===== src/rtl/core/sbc_pkg.sv =====
// Shared constants and types of the matrix balancing unit.
// Used by sbc_div, sbc_mul and the top level in rtl/core; depends on nothing.
package sbc_pkg;

  localparam int MAX_ROWS   = 64;
  localparam int MAX_COLS   = 64;
  localparam int MAX_PASSES = 32;
  localparam int FRAC_BITS  = 32;

  localparam int FIX_W  = 48;
  localparam int IN_FRAC = 16;
  localparam int ROW_W  = $clog2(MAX_ROWS);
  localparam int COL_W  = $clog2(MAX_COLS);
  localparam int PASS_W = $clog2(MAX_PASSES);
  localparam int MAT_AW = ROW_W + COL_W;
  localparam int RF_AW  = PASS_W + ROW_W;
  localparam int CF_AW  = PASS_W + COL_W;
  localparam int POS_W  = MAT_AW + 1;
  localparam int DIM_W  = 7;
  localparam int CNT_W  = 6;
  localparam int SUM_W  = FIX_W + ((ROW_W > COL_W) ? ROW_W : COL_W);
  localparam int DIV_W  = 2 * FRAC_BITS + 1;
  localparam int STEP_W = $clog2(DIV_W + 1);
  localparam int CHUNK_W = 16;
  localparam int N_CHUNK = FIX_W / CHUNK_W;
  localparam int PROD_W = 2 * FIX_W;

  localparam logic [FIX_W-1:0] FIX_MAX = '1;
  localparam logic [FIX_W-1:0] FIX_ONE =
    {{(FIX_W-FRAC_BITS-1){1'b0}}, 1'b1, {FRAC_BITS{1'b0}}};

  localparam logic OP_LOAD  = 1'b0;
  localparam logic OP_READ  = 1'b1;
  localparam logic KIND_ROW = 1'b0;
  localparam logic KIND_COL = 1'b1;

  typedef enum logic [2:0] {
    REG_ROWS   = 3'd0,
    REG_COLS   = 3'd1,
    REG_PASSES = 3'd2,
    REG_START  = 3'd3,
    REG_EVERY  = 3'd4,
    REG_EPS    = 3'd5
  } reg_idx_t;

  typedef struct packed {
    logic              start;
    logic [STEP_W-1:0] steps;
  } div_ctl_t;

  typedef struct packed {
    logic busy;
    logic done;
  } unit_stat_t;

endpackage


===== src/rtl/core/sbc_div.sv =====
// Restoring divider, one quotient bit per cycle, shared by all divisions of the unit.
// Depends on sbc_pkg.
module sbc_div (
  input  logic                            clk,
  input  logic                            rst,
  input  sbc_pkg::div_ctl_t               ctl,
  input  logic [sbc_pkg::DIV_W-1:0]       num,
  input  logic [sbc_pkg::SUM_W-1:0]       den,
  output sbc_pkg::unit_stat_t             stat,
  output logic [sbc_pkg::DIV_W-1:0]       quot,
  output logic [sbc_pkg::SUM_W-1:0]       rem
);

  logic [sbc_pkg::DIV_W-1:0]  n;
  logic [sbc_pkg::SUM_W-1:0]  d;
  logic [sbc_pkg::STEP_W-1:0] cnt;
  logic [sbc_pkg::SUM_W:0]    rem_sh;
  logic                       fits;

  assign rem_sh = {rem, n[sbc_pkg::DIV_W-1]};
  assign fits   = rem_sh >= {1'b0, d};

  always_ff @(posedge clk) begin
    if (rst) begin
      stat <= '0;
      cnt  <= '0;
    end else begin
      stat.done <= 1'b0;
      if (ctl.start) begin
        stat.busy <= 1'b1;
        cnt       <= ctl.steps;
        n         <= num;
        d         <= den;
        rem       <= '0;
        quot      <= '0;
      end else if (stat.busy) begin
        n    <= {n[sbc_pkg::DIV_W-2:0], 1'b0};
        rem  <= fits ? sbc_pkg::SUM_W'(rem_sh - {1'b0, d}) : rem_sh[sbc_pkg::SUM_W-1:0];
        quot <= {quot[sbc_pkg::DIV_W-2:0], fits};
        cnt  <= cnt - 1'b1;
        if (cnt == sbc_pkg::STEP_W'(1)) begin
          stat.busy <= 1'b0;
          stat.done <= 1'b1;
        end
      end
    end
  end

endmodule


===== config.mk =====
export PLATFORM = sky130hd
export DESIGN_NAME = sbc_div
export DESIGN_NICKNAME = d
export VERILOG_FILES = /design/src/rtl/core/sbc_pkg.sv /design/src/rtl/core/sbc_div.sv
export SDC_FILE = /design/constraint.sdc
export NUM_CORES = 1
export LEC_CHECK = 0
export BUFFER_PORTS_ARGS = -buffer_cell sky130_fd_sc_hd__buf_2
export CAP_MARGIN = 20
export CORE_MARGIN = 5
export CORE_UTILIZATION = 50
export CTS_CLUSTER_DIAMETER = 120
export DETAILED_ROUTE_END_ITERATION = 6
export GPL_TIMING_DRIVEN = 1
export PLACE_DENSITY_LB_ADDON = 0.25
export SLEW_MARGIN = 20
export SYNTH_ARGS = -nofsm -noshare
export SYNTH_HDL_FRONTEND = slang
export SYNTH_SLANG_ARGS = --single-unit

===== constraint.sdc =====
create_clock -name clk -period 15.4 [get_ports clk]
set_input_delay 3.08 -clock clk [delete_from_list [all_inputs] [get_ports clk]]
set_output_delay 3.08 -clock clk [all_outputs]
set_load 0.01 [all_outputs]

Word level (Yosys, flattened, before mapping)
Cells that the tools add are included.

Register bits: 247. Input port bits: 129.

$add $sub $neg: 2. $lt $le $gt $ge: 1. Equal/unequal tests: 1. Mux-type cells: 10. Bitwise gates (word level): 2. Reductions and logical operators: 4.

Operators with widths (count): 65-bit two-way mux (3); 54-bit two-way mux (2); 55-bit by 54-bit greater-or-equal comparator with 1-bit output (1); 54-bit subtractor (1); 7-bit two-way mux (2); 7-bit by 1-bit == test with 1-bit output, second input constant (1); 7-bit by 1-bit subtractor with 7-bit output, second input constant (1); 2-bit two-way mux (2); 2-bit AND reduction (2); 3-bit OR reduction (1); 1-bit NOT (2); 2-bit nonzero test (1); 1-bit two-way mux (1).

Longest topological paths before layout
Depth after elaboration: 4. Gate-level depth with buffers: 15.

Worst setup path before layout
No wires, ideal clock.

Path type: input-to-reg. Start point: in ctl[7] in the netlist's numbering. End point: reg n[0] in the netlist's numbering (enable). Library setup time: 0.731 ns. Arrival: 11.524 ns. Required time: 14.669 ns. Setup slack: 3.146 ns. Stages: 5. Path buffers: 3. Cell sequence: clkbuf_1 -> clkbuf_1 -> clkbuf_1 -> nor2_1 -> nor2_1.

Longest elaborated chain between the ends: 2.

RTL lines: from (decl) (line sbc_div.sv:6) `input sbc_pkg::div_ctl_t ctl,`; 2-bit nonzero test (no line); 2-bit AND reduction (no line); to (signal assigned) (line sbc_div.sv:32) `n <= num;`; to (signal assigned) (line sbc_div.sv:37) `n <= {n[sbc_pkg::DIV_W-2:0], 1'b0};`; to (decl) (line sbc_div.sv:14) `logic [sbc_pkg::DIV_W-1:0] n;`.

Every way passes these cells. A chain may end at the register's enable or synchronous reset.

Final worst setup path
Start point: in ctl[7] in the netlist's numbering. End point: reg rem[13] in the netlist's numbering (enable).

Longest elaborated chain between the ends: 2.

RTL lines: 2-bit nonzero test (no line); 2-bit AND reduction (no line); to (signal assigned) (line sbc_div.sv:38) `rem <= fits ? sbc_pkg::SUM_W'(rem_sh - {1'b0, d}) : rem_sh[sbc_pkg::SUM_W-1:0];`; to (decl) (line sbc_div.sv:11) `output logic [sbc_pkg::SUM_W-1:0] rem`.

Every way passes these cells.

==> summary.txt <==
Cells and area
  – Final Cell Area: 15530 µm²
  – Layout area overhead: 17.96%
  – Final core utilization: 0.5977
  – Fraction of layout cells with a size suffix above 1: 0.2816
  – Nets: 1532

Die
  – Die Span X: 172.3 µm
  – Die Ht: 172.3 µm
  – Die area: 29680 µm²
  – Core Region: 25980 µm²
  – Starting Density: 0.5066
  – Row count: 59
  – # IOs: 250

Synth
  – Syn. warnings: 0
  – Largest cells by area after synthesis: edfxtp_1 (54%), mux2_2 (5.6%), ha_1 (5.3%), nor2b_1 (3.4%), a21oi_1 (2.9%)
  – Synth Flop Type: edfxtp_1
  – Register area share after synthesis: 0.5565
  – Post-Syn Area: 13170 µm²
  – Syn Inst Count: 1117
  – FF+latch count, synth: 247
  – Post-synthesis cell type count: 67
  – Cell taking the most area after synthesis: edfxtp_1
  – EDFF count, synth: 238
  – Mapped Nets: 1303
  – Avg Inst Size Synth: 11.79 µm²
  – Area share of the largest cell type after synthesis: 0.5429
  – Asr flop ratio synth: 0

Timing
  – Max Fclk: 198.2 MHz
  – Slew Viols, Final: 0
  – Worst Tran Pin Value: 1.093 ns
  – Setup_tns: 0 ns
  – Slew HR: 0.2713
  – Final hold violations: 0
  – Post-route minimum period: 5.045 ns
  – Period utilization: 0.3276
  – WHS: 0.5458 ns
  – Clk_skew: 0.02490 ns
  – RSZ-0062 raised after global routing: no
  – Setup violations, final: 0

Clock network
  – Later-pin clock latency in the skew report: 0.56 ns
  – Post-CTS Hold Buffers: 0
  – Setup bufs post-CTS: 0
  – # clock sinks: 247
  – H-tree depth: 1
  – Clock buffer depth: 3
  – Root Buffer: clkbuf_16
  – CTS tree: done
  – Clk pin slew, worst setup/hold paths: 0.06 ns
  – Number of buffers created by CTS: 28
  – PostCTS Resize Cnt: 0

Global route
  – Vias in the first global route: 9091
  – Global-route wire length before repair: 48070 µm
  – Total grt overflow: 0
  – GR Util All Layers: 0.2014
  – Largest net degree at the start of global routing: 172
  – Initial antenna violation count: 15

Placement
  – Final Wtd Congestion: 0.9047
  – Number of port buffers: 249
  – Area after DPL: 14650 µm²
  – Post-DP HPWL: 21740 µm

Outcome
  – Status: finished, final reports clean

Critical path
  – WS Path Type: input pin to flop
  – Worst Path Arrival: 5.21 ns
  – WP data required: 15.56 ns
  – CP endpoint kind: flop
  – CP max FO: 171
  – Startpoint types: input pin

Drt
  – Routed length per placed instance: 18.00 µm
  – DRT antenna net count: 0
  – DR iter-0 viols: 615
  – Via count: 9326
  – Remaining DRCs: 0
  – DR vias/cell: 5.473
  – Pre-antenna DRT Iters: 5
  – Detailed Route WL: 30670 µm

Power
  – LEAKAGE: 6.384 nW
  – Pwr/cell area: 122.9 nW/µm²
  – VDD IR max: 108.6 µV

Worst hold path
  – HP Class: flop to flop

Flow run
  – Max-Cap Viols: 0
## cell usage in the layout (no fill, tap or decap), types with 9 or more instances in the layout
master	n
dfxtp_1	9
nor2b_1	71
mux2_2	65
buf_2	248
edfxtp_1	238
clkbuf_1	9
a31oi_1	12
xor2_1	17
o21bai_1	9
nand4_1	16
a21oi_1	77
ha_1	56
inv_1	74
clkbuf_16	28
nor2_1	89
a211oi_2	12
a21o_1	23
nand3_1	23
o21ai_0	38
a211oi_1	9
nor3_1	15
mux2i_1	30
xnor2_1	34
nand2_1	48
## flip-flops by register name, indices dropped and copies added (netlist names)
signal / cells
rem: 54
cnt: 7
quot: 65
d: 54
stat: 2
n: 65
## worst paths after layout
| path | from | end | slack [ns] | depth (start not counted) |
|---|---|---|---|---|
| setup / recovery | ctl[7] | rem[13] | 10.35 | 4 |
| hold / removal | n[31] | n[32] | 0.55 | 1 |
| setup reg to reg | rem[32] | rem[44] | 11.03 | 12 |
| hold reg to reg | n[31] | n[32] | 0.55 | 1 |
## through the flow
stage / worst slack (ns) / total power, mW / instances
final: 10.35 / 1.908 / 1704
after global routing: 10.18 / 2.009 / 1704
after CTS: 10.40 / 1.927 / 1702
after detailed placement: 9.811 / 1.288 / 1651
after global placement: 9.864 / 1.281 / 1651
after floorplan: 3.146 / 1.176 / 1117
## cell families (layout without fill, tap and decap cells)
| logic type | count (synthesis) | in the layout | share of synthesized area |
|---|---|---|---|
| flops | 247 | 247 | 0.5565 |
| mux | 95 | 95 | 0.07841 |
| other cells | 0 | 2 | 0 |
| buf+inv | 132 | 382 | 0.04153 |
| simple gates | 308 | 308 | 0.1182 |
| compound gates | 227 | 227 | 0.1166 |
| xor+xnor | 51 | 51 | 0.03393 |
| fa+ha+maj | 57 | 57 | 0.05474 |
## worst max-delay path, cell delays in order
cell    delay (ns)
buf_6         0.61
nor2_1        0.21
nor2_4        0.40
buf_12        0.69
## layout make-up
class,count,area [µm²]
Sequential cell,247,7327
Inverter,76,285.3
Multi-Input combinational cell,738,5311
Timing Repair Buffer,255,1310
Fill cell,2200,10460
Tap cell,335,419.2
Antenna cell,2,5.005
Clock inverter,14,137.6
Clock buffer,37,734.5
## synthesized netlist by cell type, types with 7 or more instances
library cell,count
nand4_1,16
a211oi_1,9
nor3_1,15
or3_1,7
inv_1,74
ha_1,56
a21o_1,23
xnor2_1,34
nand2_1,48
a31oi_1,12
nor2_1,90
clkbuf_1,36
mux2i_1,30
buf_2,11
o21ai_0,38
dfxtp_1,9
a21oi_1,77
nand3_1,23
edfxtp_1,238
mux2_2,65
a211oi_2,12
nand2b_1,8
o21bai_1,9
xor2_1,17
nor2b_1,72
## routing by layer
metal / track usage / share of wire / routed length [µm]
met1: 0.2618 / 0.41 / 12690
met3: 0.07933 / 0.10 / 3164
met2: 0.3210 / 0.46 / 13990
met4: 0.04682 / 0.023 / 694
met5: 0 / 0.0045 / 137
## power by group
group | internal (mW) | switching (mW) | leakage, nW | total (mW)
Combinational | 0.183 | 0.258 | 3.60 | 0.441
Clock | 0.368 | 0.266 | 0.416 | 0.634
Sequential | 0.806 | 0.0278 | 2.37 | 0.834
Note: power is estimated with default switching activity, not from simulation.
