`config.mk`:
```
export PLATFORM = sky130hd
export DESIGN_NAME = sbc_mul
export DESIGN_NICKNAME = d
export VERILOG_FILES = /design/src/rtl/core/sbc_pkg.sv /design/src/rtl/core/sbc_mul.sv
export SDC_FILE = /design/constraint.sdc
export NUM_CORES = 2
export LEC_CHECK = 0
export BUFFER_PORTS_ARGS = -buffer_cell sky130_fd_sc_hd__buf_4
export CAP_MARGIN = 0
export CORE_ASPECT_RATIO = 1.2
export CORE_MARGIN = 10
export CORE_UTILIZATION = 55
export DETAILED_ROUTE_END_ITERATION = 16
export HOLD_SLACK_MARGIN = 0.1
export PLACE_DENSITY_LB_ADDON = 0.15
export SETUP_SLACK_MARGIN = 0.15
export SYNTH_ARGS = -nofsm -noshare
export SYNTH_HDL_FRONTEND = slang
export SYNTH_SLANG_ARGS = --single-unit
```
`constraint.sdc`:
```
create_clock -name clk -period 15.05 [get_ports clk]
set_clock_uncertainty 0.15 [all_clocks]
set_input_delay 0.7525 -clock clk [delete_from_list [all_inputs] [get_ports clk]]
set_output_delay 0.7525 -clock clk [all_outputs]
set_load 0.02 [all_outputs]
```
`src/rtl/core/sbc_pkg.sv`:
```
// Shared constants and types of the matrix balancing unit.
// Used by sbc_div, sbc_mul and the top level in rtl/core; depends on nothing.
package sbc_pkg;

  localparam int MAX_ROWS   = 64;
  localparam int MAX_COLS   = 64;
  localparam int MAX_PASSES = 32;
  localparam int FRAC_BITS  = 32;

  localparam int FIX_W  = 48;
  localparam int IN_FRAC = 16;
  localparam int ROW_W  = $clog2(MAX_ROWS);
  localparam int COL_W  = $clog2(MAX_COLS);
  localparam int PASS_W = $clog2(MAX_PASSES);
  localparam int MAT_AW = ROW_W + COL_W;
  localparam int RF_AW  = PASS_W + ROW_W;
  localparam int CF_AW  = PASS_W + COL_W;
  localparam int POS_W  = MAT_AW + 1;
  localparam int DIM_W  = 7;
  localparam int CNT_W  = 6;
  localparam int SUM_W  = FIX_W + ((ROW_W > COL_W) ? ROW_W : COL_W);
  localparam int DIV_W  = 2 * FRAC_BITS + 1;
  localparam int STEP_W = $clog2(DIV_W + 1);
  localparam int CHUNK_W = 16;
  localparam int N_CHUNK = FIX_W / CHUNK_W;
  localparam int PROD_W = 2 * FIX_W;

  localparam logic [FIX_W-1:0] FIX_MAX = '1;
  localparam logic [FIX_W-1:0] FIX_ONE =
    {{(FIX_W-FRAC_BITS-1){1'b0}}, 1'b1, {FRAC_BITS{1'b0}}};

  localparam logic OP_LOAD  = 1'b0;
  localparam logic OP_READ  = 1'b1;
  localparam logic KIND_ROW = 1'b0;
  localparam logic KIND_COL = 1'b1;

  typedef enum logic [2:0] {
    REG_ROWS   = 3'd0,
    REG_COLS   = 3'd1,
    REG_PASSES = 3'd2,
    REG_START  = 3'd3,
    REG_EVERY  = 3'd4,
    REG_EPS    = 3'd5
  } reg_idx_t;

  typedef struct packed {
    logic              start;
    logic [STEP_W-1:0] steps;
  } div_ctl_t;

  typedef struct packed {
    logic busy;
    logic done;
  } unit_stat_t;

endpackage

```
`src/rtl/core/sbc_mul.sv`:
```
// Fixed-point multiplier: 48 by 16 bit partial products accumulated in turn, then
// a shift by the fraction width with saturation. Depends on sbc_pkg.
module sbc_mul (
  input  logic                        clk,
  input  logic                        rst,
  input  logic                        start,
  input  logic [sbc_pkg::FIX_W-1:0]   a,
  input  logic [sbc_pkg::FIX_W-1:0]   b,
  output sbc_pkg::unit_stat_t         stat,
  output logic [sbc_pkg::FIX_W-1:0]   res
);

  localparam int SW = $clog2(sbc_pkg::N_CHUNK + 1);

  logic [sbc_pkg::FIX_W-1:0]           ar;
  logic [sbc_pkg::FIX_W-1:0]           br;
  logic [SW-1:0]                       step;
  logic [SW-1:0]                       sh;
  logic [sbc_pkg::FIX_W+sbc_pkg::CHUNK_W-1:0] prod;
  logic [sbc_pkg::PROD_W-1:0]          acc;
  logic [sbc_pkg::CHUNK_W-1:0]         chunk;

  assign chunk = sbc_pkg::CHUNK_W'(br >> (sbc_pkg::CHUNK_W * step));
  assign sh    = step - 1'b1;
  assign res   = (acc[sbc_pkg::PROD_W-1:sbc_pkg::FRAC_BITS+sbc_pkg::FIX_W] != '0)
                 ? sbc_pkg::FIX_MAX : acc[sbc_pkg::FRAC_BITS +: sbc_pkg::FIX_W];

  always_ff @(posedge clk) begin
    if (rst) begin
      stat <= '0;
      step <= '0;
    end else begin
      stat.done <= 1'b0;
      if (start) begin
        ar        <= a;
        br        <= b;
        acc       <= '0;
        step      <= '0;
        stat.busy <= 1'b1;
      end else if (stat.busy) begin
        if (step < SW'(sbc_pkg::N_CHUNK)) begin
          prod <= ar * chunk;
        end
        if (step != '0) begin
          acc <= acc + (sbc_pkg::PROD_W'(prod) << (sbc_pkg::CHUNK_W * sh));
        end
        step <= step + 1'b1;
        if (step == SW'(sbc_pkg::N_CHUNK)) begin
          stat.busy <= 1'b0;
          stat.done <= 1'b1;
        end
      end
    end
  end

endmodule

```
# ---- After elaboration in Yosys (flattened, before gate mapping)
# Index checks and enable logic that the tools add are counted.
dict set report op_classes {
  bitwise_logic 3
  shift 2
  n_addsub 3
  order_cmp 1
  reduce_logical 9
  mul 1
  n_mux 6
  n_eq_ne 1
}
# operator n
set op_table {}
lappend op_table {{$mux 96} 2}
lappend op_table {{$add 96x96->96} 1}
lappend op_table {{$shl 64x6->96} 1}
lappend op_table {{$mul 48x16->64} 1}
lappend op_table {{$mux 48} 1}
lappend op_table {{$shr 48x6->16} 1}
lappend op_table {{$reduce_bool 16->1} 1}
lappend op_table {{$reduce_bool 2->1} 3}
lappend op_table {{$mux 2} 2}
lappend op_table {{$reduce_and 4->1} 1}
lappend op_table {{$not 1->1} 3}
lappend op_table {{$reduce_and 3->1} 1}
lappend op_table {{$reduce_or 3->1} 1}
lappend op_table {{$add 2x1->2 const B} 1}
lappend op_table {{$eq 2x2->1 const B} 1}
lappend op_table {{$lt 2x2->1 const B} 1}
lappend op_table {{$reduce_and 2->1} 1}
lappend op_table {{$reduce_or 2->1} 1}
lappend op_table {{$sub 2x1->2 const B} 1}
lappend op_table {{$mux 1} 1}
dict set report totals {
  register_bits 260
  out_inout_bits 50
  input_bits 99
}

# ---- Longest topological paths before layout
dict set report depth {
  word_depth 5
  ltp_mapped 32
  ltp_nobuf 28
}

# ---- Worst setup path after synthesis
# No wires, ideal clock.
dict set report synth_path {
  kind {input to register}
  from {input start}
  to {register prod[0] in the netlist's numbering (enable)}
  setup_ns 0.667
  path_slack_ns 6.389
  arrival_ns 7.844
  path_stages 3
  path_buffers 2
  path_cell_list {clkbuf_1 > clkbuf_1 > nor4b_1}
}
dict set report synth_between {
  elab_chain_cells 2
}
# element line
set synth_rtl {}
lappend synth_rtl {{start: declaration} sbc_mul.sv:6} ;# input logic start,
lappend synth_rtl {{$not 1->1 (no source line)} n/a}
lappend synth_rtl {{$reduce_and 4->1 (no source line)} n/a}
lappend synth_rtl {{end signal: assignment} sbc_mul.sv:42} ;# prod <= ar * chunk;
lappend synth_rtl {{end: declaration} sbc_mul.sv:19} ;# logic [sbc_pkg::FIX_W+sbc_pkg::CHUNK_W-1:0] prod;
# No other way between the ends.
# A chain may end at the register's enable or synchronous reset.

# ---- Final worst setup path
dict set report layout_path {
  from {register step[1]}
  to {register prod[60] in the netlist's numbering, data pin}
}
dict set report layout_between {
  elab_chain_cells 2
}
# element line
set layout_rtl {}
lappend layout_rtl {{start: declaration} sbc_mul.sv:17} ;# logic [SW-1:0] step;
lappend layout_rtl {{start signal: assignment} sbc_mul.sv:47} ;# step <= step + 1'b1;
lappend layout_rtl {{$shr 48x6->16} sbc_mul.sv:23} ;# assign chunk = sbc_pkg::CHUNK_W'(br >> (sbc_pkg::CHUNK_W * step));
lappend layout_rtl {{$mul 48x16->64} sbc_mul.sv:42}
# No other way between the ends.

==> flow_results.org <==
** Final layout
- The final layout contains 5,386 nets.
- Final design area excluding fillers :: 0.04305 mm²
- The layout has 6,398 filler cells.
- Final Non-Filler Cells :: 5,370
- In the final layout, the share of cells above drive strength 1 is 7.463%.
- Most used cells in the layout excluding fill and tap cells :: sky130_fd_sc_hd__inv_1, sky130_fd_sc_hd__nand2_1, sky130_fd_sc_hd__fa_1, sky130_fd_sc_hd__and2_1, sky130_fd_sc_hd__edfxtp_1
- Area added between synthesis and finish :: 7.271%
- Leaving out fill and tap cells, the most frequent cell in the layout is sky130_fd_sc_hd__inv_1.
- The repair_antennas step left the layout with diodes totalling 0.

** Synthesis
- Number of register bits inferred by synthesis :: 260
- Cell accounting for the most synthesized area :: sky130_fd_sc_hd__fa_1
- Post-Synthesis Net Count :: 5,396
- In the synthesized netlist the async set-or-reset flop fraction comes to 0%.
- During synthesis, Yosys emitted a total of 0 warnings.
- Primary flip-flop cell chosen by synthesis mapping :: sky130_fd_sc_hd__edfxtp_1
- Sequential elements use 19.36% of the synthesized area.
- Syn Inst Count :: 4,421
- Counting flops with a built-in enable in the synthesized netlist gives 256.
- Synthesized area per cell :: 9.077 µm²
- Cell types with the largest area share after synthesis :: sky130_fd_sc_hd__fa_1, sky130_fd_sc_hd__edfxtp_1, sky130_fd_sc_hd__ha_1, sky130_fd_sc_hd__inv_1, sky130_fd_sc_hd__nand2_1
- The synthesized netlist contains 84 unique library cells.
- Synth top area share :: 32.08%
- Synth Cell Area :: 0.04013 mm²

** Clocking
- Number of clock buffers inserted by TritonCTS :: 31
- TritonCTS built the clock tree.
- Clock Path Buffers :: 3
- CTS built an H-tree with a depth of 1.
- Total setup buffers inserted after CTS :: 0
- Clock latency on the worst-skew pair, taken at its later pin, is 0.64 ns.
- Sinks on the clock net :: 260
- Buffer cell driving the clock tree root :: sky130_fd_sc_hd__clkbuf_16
- Register clock-pin slew on the reported worst setup and hold paths :: 0.07 ns

** Detailed routing
- The routed layout has 30.93k vias.
- The count of nets left with antenna violations once routing finished came out at 0.
- In the final routed layout, each cell accounts on average for 21.82 µm.
- The final layout contains routed wiring with a total length of 117.1 mm.
- In this run, the number of DRC markers left after iteration 0 of detailed routing was 2,265.
- In the routed layout, each cell is associated on average with a via count of 5.760.
- For this run, design rule violations remaining after detail routing come to 0.
- The first TritonRoute pass finished after 6 iterations.

** Floorplan
- The die covers 0.08421 mm².
- Initial core utilization :: 55.51%
- Chip height :: 315.9 µm
- The core region is 0.07229 mm².
- Num ports :: 149
- DIE WIDTH :: 266.6 µm
- Row Count :: 108

** Global route
- Via count of the first global-routing pass :: 32.62k
- All-Layer GR Usage :: 28.28%
- Summed over all layers, the global routing overflow is 0.
- Entering global routing, the biggest net connects 76 pins.
- The first global-routing pass estimated 184.8 mm of wire.
- The initial antenna violation count was 1.

** STA
- Maximum achievable frequency :: 101.9 MHz
- Final setup viols :: 0
- After layout, the worst path uses 65.19% of the clock period.
- For the pin with the worst max-slew slack, the measured transition is 1.196 ns.
- Rel. slew slack :: 19.46%
- In the post-route analysis, the smallest setup slack over all paths is 5.239 ns.
- The count of endpoints failing hold in the final timing report was 0.
- Adding up every negative setup slack in the final design gives 0 ns.
- After layout, the minimum clock period comes to 9.811 ns.
- Total count of max-transition violations in the final report :: 0
- Setup repair after global routing left no endpoint under its margin.

** Min path
- The worst hold path belongs to the class in2reg.

** Worst setup path
- STA puts the critical path data required time at 15.28 ns.
- On the critical path the largest part of the delay comes from adder cells.
- The worst setup path is of the reg2reg kind.
- Kind of capture point of the worst setup path :: register
- Startpoint type of the worst setup path :: register
- For this run, the slowest stage of the critical path takes 1.00 ns.
- STA puts the critical path data arrival time at 10.04 ns.
- The number of buffers and inverters on the critical path is 7.
- Crit path max-delay cell type :: sky130_fd_sc_hd__dfxtp_2
- Along the worst path, the maximum fanout reaches 32.

** Place
- At the placement stage, the worst setup path has a slack of 5.305 ns.
- HPWL after detailed placement :: 91.58 mm
- Area after detailed placement :: 0.04193 mm²
- Global placer's final weighted congestion :: 0.9725
- Placed cell count :: 5,305
- Count of input and output buffers :: 148

** Flow run
- Max-cap violations in this run came to 0.

** Run status
- The flow ran to the end, and the final reports show no timing, DRC or antenna violations.
-- kinds of logic after synthesis --
family,share of synthesized area [%]
AO/OA/AOI/OAI,9.862
XOR/XNOR,3.208
adder cells (fa/ha/maj),39.34
buffers and inverters,9.373
flip-flops,19.36
multiplexers,2.186
AND/OR/NAND/NOR,16.67
-- stage by stage --
stage | utilization, % | hold WS, ns
after floorplan | - | 0.4309
after global placement | 57.99 | 0.4680
after detailed placement | 57.99 | 0.4638
after CTS | 59.54 | 0.1014
after global routing | 59.54 | 0.1189
final | 59.54 | 0.1356
-- registers in the layout, indices dropped and copies added (netlist names) --
| signal | cells |
|---|---|
| br | 48 |
| stat | 2 |
| prod | 64 |
| step | 2 |
| acc | 96 |
| ar | 48 |
-- cell usage after synthesis, types with 6 or more instances --
cell / count
sky130_fd_sc_hd__clkbuf_1: 211
sky130_fd_sc_hd__a221o_1: 7
sky130_fd_sc_hd__mux2i_1: 82
sky130_fd_sc_hd__nand2b_1: 9
sky130_fd_sc_hd__inv_1: 751
sky130_fd_sc_hd__o21a_1: 23
sky130_fd_sc_hd__o31ai_1: 17
sky130_fd_sc_hd__a21oi_1: 207
sky130_fd_sc_hd__a21boi_0: 6
sky130_fd_sc_hd__xnor2_1: 94
sky130_fd_sc_hd__fa_1: 643
sky130_fd_sc_hd__nor2b_1: 27
sky130_fd_sc_hd__nor3_1: 27
sky130_fd_sc_hd__a21o_1: 67
sky130_fd_sc_hd__a31oi_1: 17
sky130_fd_sc_hd__nor2_1: 211
sky130_fd_sc_hd__xor2_1: 53
sky130_fd_sc_hd__a211oi_1: 17
sky130_fd_sc_hd__o211ai_1: 10
sky130_fd_sc_hd__buf_2: 6
sky130_fd_sc_hd__or3_1: 10
sky130_fd_sc_hd__and3_1: 28
sky130_fd_sc_hd__nand2_1: 708
sky130_fd_sc_hd__nor4_1: 13
sky130_fd_sc_hd__ha_1: 233
sky130_fd_sc_hd__nand3_1: 20
sky130_fd_sc_hd__o21ai_1: 15
sky130_fd_sc_hd__and2_1: 259
sky130_fd_sc_hd__nand4_1: 53
sky130_fd_sc_hd__o21bai_1: 35
sky130_fd_sc_hd__or2_2: 52
sky130_fd_sc_hd__o21ai_0: 136
sky130_fd_sc_hd__edfxtp_1: 256
-- final timing paths --
| check | startpoint | to | slack (ns) | cells after the start |
|---|---|---|---|---|
| min | a[29] | ar[29] | 0.14 | 1 |
| max | step[1] | prod[60] | 5.24 | 29 |
| max reg2reg | step[1] | prod[60] | 5.24 | 29 |
| min reg2reg | stat[1] | stat[0] | 0.49 | 2 |
-- repair_timing --
| action | in CTS | in global routing |
|---|---|---|
| endpoints found under the hold margin | 8 | 0 |
| hold buffers | 8 | 0 |
| resized for setup | 0 | 0 |
-- layer usage --
metal  up-vias  GRT usage (%)  part of all wire (%)
li1      14010              -                     -
met4         0          11.54                   4.6
met3       271          4.041                   6.6
met5         -              0                     0
met2      1177          50.46                    51
met1     15470          33.90                    38
-- area by class of cell --
type                            instances  area, µm²  area share (%)
Inverter                              752       2824           6.560
Clock inverter                         23      252.7          0.5871
Tap cell                              935       1170           2.718
Multi-Input combinational cell       3177      28800           66.91
Sequential cell                       260       7772           18.06
Clock buffer                           34      787.0           1.828
Timing Repair Buffer                  189       1439           3.343
-- worst reg2reg max path: cells and delay by family (launching register included) --
kind / cells / cell delay (ns)
and+or+nand+nor: 6 / 1.88
adders and majority gates: 7 / 3.26
DFF: 1 / 1.00
xor gates and xnor gates: 1 / 0.09
buffers and inverters: 7 / 0.98
AOI/OAI and AO/OA: 8 / 2.19
Power is left out: the tool's default activity adds up to more than one toggle a clock period on the data nets, which glitch-free logic cannot reach.
